**config.mk**
```make
export PLATFORM = sky130hd
export DESIGN_NAME = srfo_cell
export DESIGN_NICKNAME = d
export VERILOG_FILES = /design/src/rtl/srfo_pkg.sv /design/src/rtl/srfo_cell.sv
export SDC_FILE = /design/constraint.sdc
export NUM_CORES = 1
export LEC_CHECK = 0
export BUFFER_PORTS_ARGS = -buffer_cell sky130_fd_sc_hd__buf_2
export CELL_PAD_IN_SITES_DETAIL_PLACEMENT = 0
export CELL_PAD_IN_SITES_GLOBAL_PLACEMENT = 1
export CORE_ASPECT_RATIO = 1.75
export CORE_UTILIZATION = 47
export CTS_CLUSTER_SIZE = 24
export DETAILED_ROUTE_END_ITERATION = 16
export PLACE_DENSITY_LB_ADDON = 0.1
export SLEW_MARGIN = 20
export SYNTH_ARGS = -nofsm -noshare
export SYNTH_HDL_FRONTEND = slang
export SYNTH_SLANG_ARGS = --single-unit
```
**constraint.sdc**
```tcl
create_clock -name i_clk -period 46 [get_ports i_clk]
set_clock_uncertainty 0.1 [all_clocks]
set_input_delay 13.8 -clock i_clk [delete_from_list [all_inputs] [get_ports i_clk]]
set_output_delay 13.8 -clock i_clk [all_outputs]
set_load 0.01 [all_outputs]
```
**src/rtl/srfo_pkg.sv**
```systemverilog
`timescale 1ns / 1ps
`default_nettype none
// Shared types and constants for the section RVA to file offset unit.
// Used by srfo_cell and section_rva_to_file_offset_unit; no dependencies.

package srfo_pkg;

    localparam int MAX_SECTIONS = 16;
    localparam int ADDR_W       = 32;
    localparam int SLOT_W       = 4;
    localparam int COUNT_W      = 5;

    typedef enum logic [0:0] {
        ACT_LOAD      = 1'b0,
        ACT_TRANSLATE = 1'b1
    } t_action;

    typedef enum logic [1:0] {
        ST_MAPPED  = 2'd0,
        ST_HEADER  = 2'd1,
        ST_INVALID = 2'd2
    } t_status;

    typedef enum logic [0:0] {
        CFG_SECTION_COUNT = 1'b0,
        CFG_FILE_SIZE     = 1'b1
    } t_cfg_reg;

    typedef struct packed {
        logic              valid;
        logic              is_load;
        logic [SLOT_W-1:0] slot;
        logic [ADDR_W-1:0] start;
        logic [ADDR_W-1:0] vsize;
        logic [ADDR_W-1:0] rsize;
        logic [ADDR_W-1:0] ptr;
        logic [ADDR_W-1:0] addr;
        logic              hit;
        logic [SLOT_W-1:0] hit_idx;
        logic [ADDR_W-1:0] offset;
        logic              below_first;
    } t_token;

endpackage

`default_nettype wire

```
**src/rtl/srfo_cell.sv**
```systemverilog
`timescale 1ns / 1ps
`default_nettype none
// One section table cell: holds one descriptor, writes it on a matching load
// item and matches passing translate items. Depends on srfo_pkg.

module srfo_cell #(
    parameter int P_INDEX = 0
) (
    input  wire logic                           i_clk,
    input  wire logic                           i_rst_n,
    input  wire logic                           i_advance,
    input  wire logic [srfo_pkg::COUNT_W-1:0]   i_section_count,
    input  wire srfo_pkg::t_token               i_tok,
    output srfo_pkg::t_token                    o_tok
);

    logic [srfo_pkg::ADDR_W-1:0] r_start;
    logic [srfo_pkg::ADDR_W-1:0] r_vsize;
    logic [srfo_pkg::ADDR_W-1:0] r_rsize;
    logic [srfo_pkg::ADDR_W-1:0] r_ptr;
    logic                        r_valid;
    srfo_pkg::t_token            r_tok;
    srfo_pkg::t_token            n_tok;

    logic                        w_write;
    logic                        w_active;
    logic [srfo_pkg::ADDR_W-1:0] w_span;
    logic [srfo_pkg::ADDR_W-1:0] w_end;
    logic                        w_match;

    assign w_write  = i_tok.valid && i_tok.is_load && (int'(i_tok.slot) == P_INDEX);
    assign w_active = int'(i_section_count) > P_INDEX;
    assign w_span   = (r_vsize > r_rsize) ? r_vsize : r_rsize;
    assign w_end    = r_start + w_span;
    assign w_match  = (i_tok.addr >= r_start) && (i_tok.addr < w_end);

    always_comb begin
        n_tok = i_tok;
        if (i_tok.valid && !i_tok.is_load) begin
            if (P_INDEX == 0) begin
                n_tok.below_first = (i_section_count == '0) || (i_tok.addr < r_start);
            end
            if (!i_tok.hit && w_active && w_match) begin
                n_tok.hit     = 1'b1;
                n_tok.hit_idx = srfo_pkg::SLOT_W'(P_INDEX);
                n_tok.offset  = i_tok.addr - r_start + r_ptr;
            end
        end
    end

    always_ff @(posedge i_clk) begin
        if (i_advance && w_write) begin
            r_start <= i_tok.start;
            r_vsize <= i_tok.vsize;
            r_rsize <= i_tok.rsize;
            r_ptr   <= i_tok.ptr;
        end
    end

    always_ff @(posedge i_clk) begin
        if (!i_rst_n) begin
            r_valid <= 1'b0;
        end else if (i_advance) begin
            r_valid <= n_tok.valid;
        end
    end

    always_ff @(posedge i_clk) begin
        if (i_advance) begin
            r_tok <= n_tok;
        end
    end

    always_comb begin
        o_tok       = r_tok;
        o_tok.valid = r_valid;
    end

endmodule

`default_nettype wire

```
Word-level counts from Yosys, hierarchy flattened
Index checks and enable logic that the tools add are counted.
{ "totals": {"output_inout_bits": 204, "word_cells": 39, "ff_bits": 332, "input_bits": 212} }
{ "op_classes": {"muxes": 3, "reduce_logical": 12, "add_sub_neg": 3, "magnitude_cmp": 5} }
{ "ops": {"columns": ["cell", "n"], "rows": [
  ["32-bit adder", 2],
  ["32-bit < comparator", 2],
  ["38-bit 2-to-1 mux", 1],
  ["37-bit 2-to-1 mux", 1],
  ["32-bit greater-or-equal comparator", 1],
  ["32-bit greater-than comparator", 1],
  ["32-bit 2-to-1 mux", 1],
  ["32-bit subtractor", 1],
  ["1-bit logical AND", 7],
  ["5-bit by 1-bit greater-than comparator with 1-bit output (second input constant)", 1],
  ["5-bit logical NOT", 1],
  ["4-bit logical NOT", 1],
  ["1-bit logical NOT", 2],
  ["1-bit logical OR", 1]
]} }

Depth between registers and ports, before layout
Gate-level depths: netlist of run 1.
{ "logic_depth": {"ltp_word": 8, "ltp_mapped": 30} }

Least setup slack after synthesis of run 1
Ideal clock, no wire load.
{ "synth_timing": {"path_type": "input to register", "from": "in i_tok[198] in the netlist's numbering", "to": "reg r_ptr[0] in the netlist's numbering, enable pin", "arrival_time_ns": 26.210, "setup_slack_ns": 18.746, "path_buffers": 0, "path_stages": 1, "setup_time_ns": 0.943, "path_cell_list": "nor4_1"} }
{ "synth_via": {"elab_chain_len": 3} }
{ "synth_rtl": {"columns": ["element", "line_no", "source"], "rows": [
  ["start, declared", "srfo_cell.sv:13", "input wire srfo_pkg::t_token i_tok,"],
  ["4-bit logical NOT", "srfo_cell.sv:31", "assign w_write = i_tok.valid && i_tok.is_load && (int'(i_tok.slot) == P_INDEX);"],
  ["1-bit logical AND", "srfo_cell.sv:31", null],
  ["1-bit logical AND", "srfo_cell.sv:52", "if (i_advance && w_write) begin"],
  ["end signal, assigned", "srfo_cell.sv:56", "r_ptr <= i_tok.ptr;"],
  ["end, declared", "srfo_cell.sv:20", "logic [srfo_pkg::ADDR_W-1:0] r_ptr;"]
]} }
Every way passes these cells.
A chain may end at the register's enable or synchronous reset.

==> results of run 1 <==
-- layout by cell type (no fill, tap or decap), types with 5 or more instances in the layout --
| master | n |
|---|---|
| sky130_fd_sc_hd__o21bai_1 | 8 |
| sky130_fd_sc_hd__o21ai_0 | 81 |
| sky130_fd_sc_hd__clkbuf_16 | 29 |
| sky130_fd_sc_hd__edfxtp_1 | 331 |
| sky130_fd_sc_hd__o31ai_1 | 5 |
| sky130_fd_sc_hd__xor2_1 | 24 |
| sky130_fd_sc_hd__or2_2 | 5 |
| sky130_fd_sc_hd__nor2_1 | 44 |
| sky130_fd_sc_hd__nand2_1 | 80 |
| sky130_fd_sc_hd__and3_1 | 7 |
| sky130_fd_sc_hd__clkinvlp_4 | 6 |
| sky130_fd_sc_hd__mux2_2 | 26 |
| sky130_fd_sc_hd__inv_1 | 210 |
| sky130_fd_sc_hd__a21oi_1 | 92 |
| sky130_fd_sc_hd__nor2b_1 | 14 |
| sky130_fd_sc_hd__o21a_1 | 8 |
| sky130_fd_sc_hd__nor4_1 | 6 |
| sky130_fd_sc_hd__buf_2 | 414 |
| sky130_fd_sc_hd__a31oi_1 | 8 |
| sky130_fd_sc_hd__a21o_1 | 43 |
| sky130_fd_sc_hd__xnor2_1 | 32 |
| sky130_fd_sc_hd__ha_1 | 158 |
| sky130_fd_sc_hd__and2_1 | 6 |
| sky130_fd_sc_hd__nand4_1 | 22 |
| sky130_fd_sc_hd__a211oi_1 | 11 |
| sky130_fd_sc_hd__nor3_1 | 10 |
| sky130_fd_sc_hd__fa_1 | 32 |
| sky130_fd_sc_hd__nand2b_1 | 11 |
| sky130_fd_sc_hd__o211ai_1 | 11 |
| sky130_fd_sc_hd__nand3_1 | 20 |
-- metal layers --
| layer | GRT usage (%) | routed length, um |
|---|---|---|
| met1 | 25.9 | 16700 |
| met2 | 41.2 | 22100 |
| met3 | 3.08 | 2080 |
| met4 | 9.36 | 1610 |
| met5 | 0 | 9 |
-- synthesized netlist by cell type (5+ instances only) --
cell type and count:
sky130_fd_sc_hd__a211oi_1 11, sky130_fd_sc_hd__a21o_1 43, sky130_fd_sc_hd__a21oi_1 92, sky130_fd_sc_hd__a31oi_1 8, sky130_fd_sc_hd__and2_1 6, sky130_fd_sc_hd__and3_1 7, sky130_fd_sc_hd__clkbuf_1 17, sky130_fd_sc_hd__edfxtp_1 331
sky130_fd_sc_hd__fa_1 32, sky130_fd_sc_hd__ha_1 158, sky130_fd_sc_hd__inv_1 210, sky130_fd_sc_hd__mux2_2 26, sky130_fd_sc_hd__nand2_1 80, sky130_fd_sc_hd__nand2b_1 11, sky130_fd_sc_hd__nand3_1 20, sky130_fd_sc_hd__nand4_1 22
sky130_fd_sc_hd__nor2_1 45, sky130_fd_sc_hd__nor2b_1 14, sky130_fd_sc_hd__nor3_1 10, sky130_fd_sc_hd__nor4_1 7, sky130_fd_sc_hd__o211ai_1 11, sky130_fd_sc_hd__o21a_1 8, sky130_fd_sc_hd__o21ai_0 81, sky130_fd_sc_hd__o21bai_1 8
sky130_fd_sc_hd__o31ai_1 5, sky130_fd_sc_hd__or2_2 5, sky130_fd_sc_hd__xnor2_1 32, sky130_fd_sc_hd__xor2_1 24
-- kinds of logic (layout without fill, tap and decap cells) --
group,Yosys count,count (layout),synth area share [%]
adders and majority gates,190,190,15.0
buffers and inverters,232,684,5.06
xor gates and xnor gates,56,56,2.82
other,0,4,0
muxes,30,30,1.91
DFF,332,332,57.2
and+or+nand+nor,242,242,6.88
AOI/OAI and AO/OA,306,306,11.0
-- flip-flops by register name (all words and copies together) (netlist names) --
signal,count
o_tok,203
r_ptr,32
r_rsize,32
r_start,32
r_valid,1
r_vsize,32
-- worst max-delay path, cell delays in order --
cell and delay (ns):
sky130_fd_sc_hd__buf_2 0.14, sky130_fd_sc_hd__inv_1 0.07, sky130_fd_sc_hd__fa_1 0.53, sky130_fd_sc_hd__inv_1 0.04
sky130_fd_sc_hd__ha_1 0.37, sky130_fd_sc_hd__a21oi_1 0.33, sky130_fd_sc_hd__o21ai_0 0.16, sky130_fd_sc_hd__a2111oi_0 0.63
sky130_fd_sc_hd__o32ai_1 0.19, sky130_fd_sc_hd__nor3_1 0.53, sky130_fd_sc_hd__a21o_1 0.21, sky130_fd_sc_hd__xnor2_1 0.13
sky130_fd_sc_hd__mux2i_1 0.10
-- where the power goes --
part | leakage (nW) | switching [mW] | internal (mW) | total (mW)
clock | 0.458 | 0.113 | 0.134 | 0.247
sequential | 3.15 | 0.00363 | 0.349 | 0.353
combinational | 5.71 | 0.0497 | 0.0349 | 0.0845
-- layout make-up --
type | count | area share [%]
flip-flops and latches | 332 | 47.4
multi-input cells | 824 | 31.3
repair buffers | 420 | 10.2
inverters | 210 | 3.75
clock buffers | 30 | 3.47
well taps | 470 | 2.80
clock inverters | 24 | 1.14
diodes | 4 | 0.0476
-- how the worst max path moves through the flow --
stage	cells after the start	endpoint	start
floorplan	1	r_ptr[0]	i_tok[198]
global placement	13	o_tok[22]	i_tok[39]
detailed placement	13	o_tok[32]	i_tok[56]
CTS	13	o_tok[32]	i_tok[56]
global route	13	o_tok[32]	i_tok[56]
finish	13	o_tok[32]	i_tok[56]
==> report_table.html, run 1 <==
<table>
<tr><th>Metric</th><th>Value</th></tr>
<tr><th colspan="2">Run status</th></tr>
<tr><td>Run status</td><td>complete, no violations</td></tr>
<tr><th colspan="2">Final layout</th></tr>
<tr><td>Area occupied by registers</td><td>9960 um2</td></tr>
<tr><td>Nets</td><td>2219</td></tr>
<tr><td>Share of cells above drive strength 1</td><td>27.7%</td></tr>
<tr><td>Number of inserted filler cells in the final layout</td><td>3110</td></tr>
<tr><td>Final standard cell utilization of the core</td><td>58.0%</td></tr>
<tr><td>Area grow syn2layout</td><td>20.8%</td></tr>
<tr><td>Final design area excluding fillers</td><td>21000 um2</td></tr>
<tr><td>Non-filler instance count after layout</td><td>2314</td></tr>
<tr><td>Area used by multi-input combinational logic</td><td>6570 um2</td></tr>
<tr><th colspan="2">Worst setup path</th></tr>
<tr><td>Worst setup slack for register-to-register paths</td><td>37.15 ns</td></tr>
<tr><td>Number of cells on the worst reg-to-reg path</td><td>26</td></tr>
<tr><td>Arrival time worst endpoint</td><td>17.26 ns</td></tr>
<tr><td>Critical Setup Path Class</td><td>primary input to flop</td></tr>
<tr><td>Capture point of the worst reg-to-reg path</td><td>o_tok[29]</td></tr>
<tr><td>Max FO, Critical Path</td><td>6</td></tr>
<tr><td>Sort of element at the start of the critical path</td><td>primary input</td></tr>
<tr><td>Required time of the critical path</td><td>46.19 ns</td></tr>
<tr><td>Worst reg2reg startpoint</td><td>r_vsize[13]</td></tr>
<tr><td>Crit path capture type</td><td>flop</td></tr>
<tr><th colspan="2">Placed design</th></tr>
<tr><td>Routability Congestion</td><td>0.845</td></tr>
<tr><td>Cell area after placement</td><td>20000 um2</td></tr>
<tr><td>Number of instances in the placed design</td><td>2256</td></tr>
<tr><td>DP Worst Slack</td><td>28.44 ns</td></tr>
<tr><td>HPWL after detailed placement</td><td>33800 um</td></tr>
<tr><td>Port Buffer Count</td><td>415</td></tr>
<tr><th colspan="2">Timing</th></tr>
<tr><td>Setup TNS after final layout</td><td>0 ns</td></tr>
<tr><td>Slew at the pin with the worst max-slew slack</td><td>1.00 ns</td></tr>
<tr><td>Tcrit/Tclk final</td><td>37.1%</td></tr>
<tr><td>Worst Slack Setup Final</td><td>28.94 ns</td></tr>
<tr><td>Peak Freq</td><td>58.6 MHz</td></tr>
<tr><td>Endpoints failing hold</td><td>0</td></tr>
<tr><td>Max_slew headroom</td><td>31.6%</td></tr>
<tr><td>Count of final max-slew check failures</td><td>0</td></tr>
<tr><td>Worst hold slack</td><td>0.434 ns</td></tr>
<tr><td>Setup repair after global routing missed its margin</td><td>false</td></tr>
<tr><td>Min cycle time layout</td><td>17.06 ns</td></tr>
<tr><td>Final Setup Violations</td><td>0</td></tr>
<tr><th colspan="2">Floorplan</th></tr>
<tr><td>Std-Cell Core Area</td><td>36300 um2</td></tr>
<tr><td># IOs</td><td>416</td></tr>
<tr><td>DIE HEIGHT</td><td>257 um</td></tr>
<tr><td>Number of core rows</td><td>92</td></tr>
<tr><td>Effective utilization at floorplan</td><td>48.0%</td></tr>
<tr><td>Die Area</td><td>37800 um2</td></tr>
<tr><td>Chip width</td><td>147 um</td></tr>
<tr><th colspan="2">Pwr</th></tr>
<tr><td>Worst vdd rail ir drop</td><td>0.0395 mV</td></tr>
<tr><td>Pwr dens</td><td>32.6 nW/um2</td></tr>
<tr><td>Standby leakage power</td><td>9.31 nW</td></tr>
<tr><td>Overall power of the completed layout</td><td>685 uW</td></tr>
<tr><th colspan="2">Clocking</th></tr>
<tr><td>Number of CTS-inserted buffers</td><td>29</td></tr>
<tr><td>Clock root buffer</td><td>sky130_fd_sc_hd__clkbuf_16</td></tr>
<tr><td>Clock latency on the worst-skew pair</td><td>0.59 ns</td></tr>
<tr><td>Clock tree from TritonCTS</td><td>done</td></tr>
<tr><td>Number of H-tree levels</td><td>1</td></tr>
<tr><td>Resize count post-CTS</td><td>0</td></tr>
<tr><td>Post-CTS Setup Repair Bufs</td><td>0</td></tr>
<tr><td>Clock tree sinks</td><td>332</td></tr>
<tr><td>Clock transition at the register clock pins on the worst setup and hold paths after CTS</td><td>0.07 ns</td></tr>
<tr><td>Number of hold buffers added after CTS</td><td>0</td></tr>
<tr><td>Clock Path Buffers</td><td>3</td></tr>
<tr><th colspan="2">Hold path</th></tr>
<tr><td>Worst Min Path Start</td><td>r_valid</td></tr>
<tr><td>Hold-critical path endpoint</td><td>r_valid</td></tr>
<tr><td>Type of the most critical hold path</td><td>flop to flop</td></tr>
<tr><td>Number of cells on the worst hold path</td><td>2</td></tr>
<tr><th colspan="2">Synthesis</th></tr>
<tr><td>Post-synth EDFFs</td><td>331</td></tr>
<tr><td>Synth Instances</td><td>1388</td></tr>
<tr><td>Post-Synthesis Mean Instance Area</td><td>12.5 um2</td></tr>
<tr><td>Portion of the post-synthesis area used by sequential elements</td><td>57.2%</td></tr>
<tr><td>Warnings from Yosys</td><td>0</td></tr>
<tr><td>Post-Synthesis Net Count</td><td>1790</td></tr>
<tr><td>Post-synthesis cell type with the largest combined area</td><td>sky130_fd_sc_hd__edfxtp_1</td></tr>
<tr><td>Synth async-reset ratio</td><td>0%</td></tr>
<tr><td>Area of the mapped netlist</td><td>17400 um2</td></tr>
<tr><td>Largest cells by area after synthesis</td><td>sky130_fd_sc_hd__edfxtp_1, sky130_fd_sc_hd__ha_1, sky130_fd_sc_hd__inv_1, sky130_fd_sc_hd__fa_1, sky130_fd_sc_hd__a21oi_1</td></tr>
<tr><td>Count of state elements after synthesis</td><td>332</td></tr>
<tr><td>Post-synth top flop</td><td>sky130_fd_sc_hd__edfxtp_1</td></tr>
<tr><td>Fraction of post-synthesis cell area in the top cell type by area</td><td>57.1%</td></tr>
<tr><td>Yosys cell types</td><td>59</td></tr>
<tr><th colspan="2">Global routing</th></tr>
<tr><td>Largest net degree at the start of global routing</td><td>129</td></tr>
<tr><td>Initial antenna violation count</td><td>5</td></tr>
<tr><td>Grt total ovfl</td><td>0</td></tr>
<tr><td>Overall routing resource usage</td><td>22.5%</td></tr>
<tr><td>Number of global-route vias before repair</td><td>12400</td></tr>
<tr><td>Global-route wire length before repair</td><td>65200 um</td></tr>
<tr><th colspan="2">Routing</th></tr>
<tr><td>Initial DRC Count</td><td>403</td></tr>
<tr><td>Post-DRT Antenna Nets</td><td>0</td></tr>
<tr><td>Number of optimization iterations in the first detailed-route pass</td><td>5</td></tr>
<tr><td>Wirelength per Cell</td><td>18.4 um</td></tr>
<tr><td>Total routed wirelength</td><td>42500 um</td></tr>
<tr><td>Vias/cell</td><td>5.24</td></tr>
<tr><td>Residual DRC</td><td>0</td></tr>
<tr><td>Via total after detailed routing</td><td>12100</td></tr>
<tr><th colspan="2">Job</th></tr>
<tr><td>Max cap viols</td><td>0</td></tr>
</table>
Power figures use the tool's default switching activity.
==> inputs of run 2 (changes only) <==
Settings changed: CORE_UTILIZATION 47 to 39.
Clock period 46 ns to 15.24 ns, I/O delays scaled along.
==> report_table.html, run 2 (synthesis gave the netlist of run 1 again) <==
<table>
<tr><th>Metric</th><th>Value</th></tr>
<tr><th colspan="2">Timing</th></tr>
<tr><td>Worst hold slack</td><td>0.429 ns</td></tr>
<tr><td>Setup TNS after final layout</td><td>0 ns</td></tr>
<tr><td>Min cycle time layout</td><td>8.57 ns</td></tr>
<tr><td>Max_slew headroom</td><td>34.9%</td></tr>
<tr><td>Final Setup Violations</td><td>0</td></tr>
<tr><td>Endpoints failing hold</td><td>0</td></tr>
<tr><td>Setup repair after global routing missed its margin</td><td>false</td></tr>
<tr><td>Count of final max-slew check failures</td><td>0</td></tr>
<tr><td>Slew at the pin with the worst max-slew slack</td><td>0.951 ns</td></tr>
<tr><td>Peak Freq</td><td>117 MHz</td></tr>
<tr><td>Tcrit/Tclk final</td><td>56.2%</td></tr>
<tr><th colspan="2">Final layout</th></tr>
<tr><td>Area grow syn2layout</td><td>22.7%</td></tr>
<tr><td>Commonest non-fill, non-tap cell in the layout</td><td>sky130_fd_sc_hd__buf_2</td></tr>
<tr><td>Top library cells by usage in the layout, fill and taps aside</td><td>sky130_fd_sc_hd__buf_2, sky130_fd_sc_hd__edfxtp_1, sky130_fd_sc_hd__inv_1</td></tr>
<tr><td>Max reg flops</td><td>203</td></tr>
<tr><td>Number of inserted filler cells in the final layout</td><td>4194</td></tr>
<tr><td>Nets</td><td>2225</td></tr>
<tr><td>Antenna diode count</td><td>0</td></tr>
<tr><td>Area occupied by registers</td><td>9960 um2</td></tr>
<tr><td>Share of cells above drive strength 1</td><td>27.8%</td></tr>
<tr><td>Area used by multi-input combinational logic</td><td>6580 um2</td></tr>
<tr><td>Final standard cell utilization of the core</td><td>48.3%</td></tr>
<tr><td>Final design area excluding fillers</td><td>21300 um2</td></tr>
<tr><th colspan="2">Floorplan</th></tr>
<tr><td>Std-Cell Core Area</td><td>44200 um2</td></tr>
<tr><td>DIE HEIGHT</td><td>281 um</td></tr>
<tr><td>Die Area</td><td>45500 um2</td></tr>
<tr><td>Number of core rows</td><td>102</td></tr>
<tr><td>Effective utilization at floorplan</td><td>39.4%</td></tr>
<tr><td># IOs</td><td>416</td></tr>
<tr><td>Chip width</td><td>162 um</td></tr>
<tr><th colspan="2">Global routing</th></tr>
<tr><td>Grt total ovfl</td><td>0</td></tr>
<tr><td>Largest net degree at the start of global routing</td><td>79</td></tr>
<tr><td>Overall routing resource usage</td><td>21.1%</td></tr>
<tr><td>Initial antenna violation count</td><td>7</td></tr>
<tr><td>Global-route wire length before repair</td><td>70900 um</td></tr>
<tr><td>Number of global-route vias before repair</td><td>12500</td></tr>
<tr><th colspan="2">Hold path</th></tr>
<tr><td>Number of cells on the worst hold path</td><td>2</td></tr>
<tr><td>Type of the most critical hold path</td><td>flop to flop</td></tr>
<tr><td>Worst Min Path Start</td><td>r_valid</td></tr>
<tr><td>Hold-critical path endpoint</td><td>r_valid</td></tr>
<tr><th colspan="2">Routing</th></tr>
<tr><td>Post-DRT Antenna Nets</td><td>0</td></tr>
<tr><td>Number of optimization iterations in the first detailed-route pass</td><td>4</td></tr>
<tr><td>Vias/cell</td><td>5.03</td></tr>
<tr><td>Via total after detailed routing</td><td>12200</td></tr>
<tr><td>Initial DRC Count</td><td>508</td></tr>
<tr><td>Total routed wirelength</td><td>48000 um</td></tr>
<tr><td>Wirelength per Cell</td><td>19.8 um</td></tr>
<tr><td>Residual DRC</td><td>0</td></tr>
<tr><th colspan="2">Worst setup path</th></tr>
<tr><td>Number of cells on the worst reg-to-reg path</td><td>28</td></tr>
<tr><td>Critical Setup Path Class</td><td>flop to flop</td></tr>
<tr><td>Required time of the critical path</td><td>15.53 ns</td></tr>
<tr><td>Worst reg2reg startpoint</td><td>r_vsize[13]</td></tr>
<tr><td>Sort of element at the start of the critical path</td><td>flop</td></tr>
<tr><td>Max FO, Critical Path</td><td>61</td></tr>
<tr><td>Slowest-stage cell, CP</td><td>sky130_fd_sc_hd__nor4_1</td></tr>
<tr><td>Worst setup path start</td><td>r_vsize[13]</td></tr>
<tr><td>Critical path's largest stage delay</td><td>0.77 ns</td></tr>
<tr><td>Arrival time worst endpoint</td><td>8.85 ns</td></tr>
<tr><td>Crit path capture type</td><td>flop</td></tr>
<tr><td>Capture point of the worst reg-to-reg path</td><td>o_tok[29]</td></tr>
<tr><td>Worst setup slack for register-to-register paths</td><td>6.67 ns</td></tr>
<tr><th colspan="2">Clocking</th></tr>
<tr><td>Resize count post-CTS</td><td>0</td></tr>
<tr><td>Clock latency on the worst-skew pair</td><td>0.53 ns</td></tr>
<tr><td>Clock tree sinks</td><td>332</td></tr>
<tr><td>Number of H-tree levels</td><td>2</td></tr>
<tr><td>Number of hold buffers added after CTS</td><td>0</td></tr>
<tr><td>Clock tree from TritonCTS</td><td>done</td></tr>
<tr><td>Clock Path Buffers</td><td>3</td></tr>
<tr><td>Clock transition at the register clock pins on the worst setup and hold paths after CTS</td><td>0.07 ns</td></tr>
<tr><td>Clock root buffer</td><td>sky130_fd_sc_hd__clkbuf_16</td></tr>
<tr><td>Post-CTS Setup Repair Bufs</td><td>0</td></tr>
<tr><td>Number of CTS-inserted buffers</td><td>34</td></tr>
<tr><th colspan="2">Placed design</th></tr>
<tr><td>HPWL after detailed placement</td><td>37700 um</td></tr>
<tr><td>Port Buffer Count</td><td>415</td></tr>
<tr><td>Cell area after placement</td><td>20200 um2</td></tr>
<tr><td>Routability Congestion</td><td>0.866</td></tr>
<tr><th colspan="2">Run status</th></tr>
<tr><td>Run status</td><td>complete, no violations</td></tr>
<tr><th colspan="2">Pwr</th></tr>
<tr><td>Standby leakage power</td><td>9.42 nW</td></tr>
<tr><td>Pwr dens</td><td>103 nW/um2</td></tr>
<tr><td>Worst vdd rail ir drop</td><td>0.0872 mV</td></tr>
<tr><th colspan="2">Job</th></tr>
<tr><td>Max cap viols</td><td>0</td></tr>
</table>
run 2: changes by cell type in the layout (fill, tap and decap cells not counted), sizes merged:
cell      before  now
buf          420  421
bufinv         3    4
inv          214  213
clkbuf        30   37
diode          4    0
clkinvlp       6    5
run 2: through the flow:
step / setup WS, ns / power [mW] / cells
after floorplan: 2.83 / 1.22 / 1388
final: 6.67 / 2.20 / 2419
after global placement: 6.82 / 1.34 / 2359
after global routing: 6.05 / 2.29 / 2419
after CTS: 6.68 / 2.23 / 2419
after detailed placement: 6.76 / 1.35 / 2359
run 2: worst max path at each step:
| stage | end | cells past startpoint |
|---|---|---|
| 4_1_cts | o_tok[29] | 27 |
| 3_3_place_gp | o_tok[29] | 27 |
| 5_1_grt | o_tok[29] | 26 |
| 6_report | o_tok[29] | 28 |
| 2_1_floorplan | r_ptr[0] | 1 |
| 3_5_place_dp | o_tok[29] | 27 |
run 2: area by class of cell:
type | count | area share, %
Tap cell | 572 | 3.35
Timing Repair Buffer | 421 | 9.99
Clock inverter | 23 | 1.12
Multi-Input combinational cell | 824 | 30.8
Inverter | 210 | 3.69
Sequential cell | 332 | 46.7
Clock buffer | 37 | 4.34
run 2: per-layer routing:
| layer | GRT usage (%) | vias up | wire length [um] |
|---|---|---|---|
| li1 | - | 5914 | - |
| met1 | 21.3 | 5778 | 16900 |
| met2 | 41.4 | 371 | 26500 |
| met3 | 3.68 | 95 | 2280 |
| met4 | 9.68 | 14 | 2110 |
| met5 | 0 | - | 103 |
run 2: power breakdown:
group | internal [mW] | switching, mW | leakage (nW)
combinational | 0.105 | 0.153 | 5.72
sequential | 1.05 | 0.0112 | 3.15
clock | 0.511 | 0.365 | 0.556
total | 1.67 | 0.529 | 9.42
run 2: worst max-delay path: cells and delay by family (launching register included):
kind            cells  cell delay (ns)
simple gates       11             2.69
compound gates     10             2.53
fa+ha+maj           4             1.26
buf+inv             2             0.93
mux                 1             0.43
flops               1             0.40
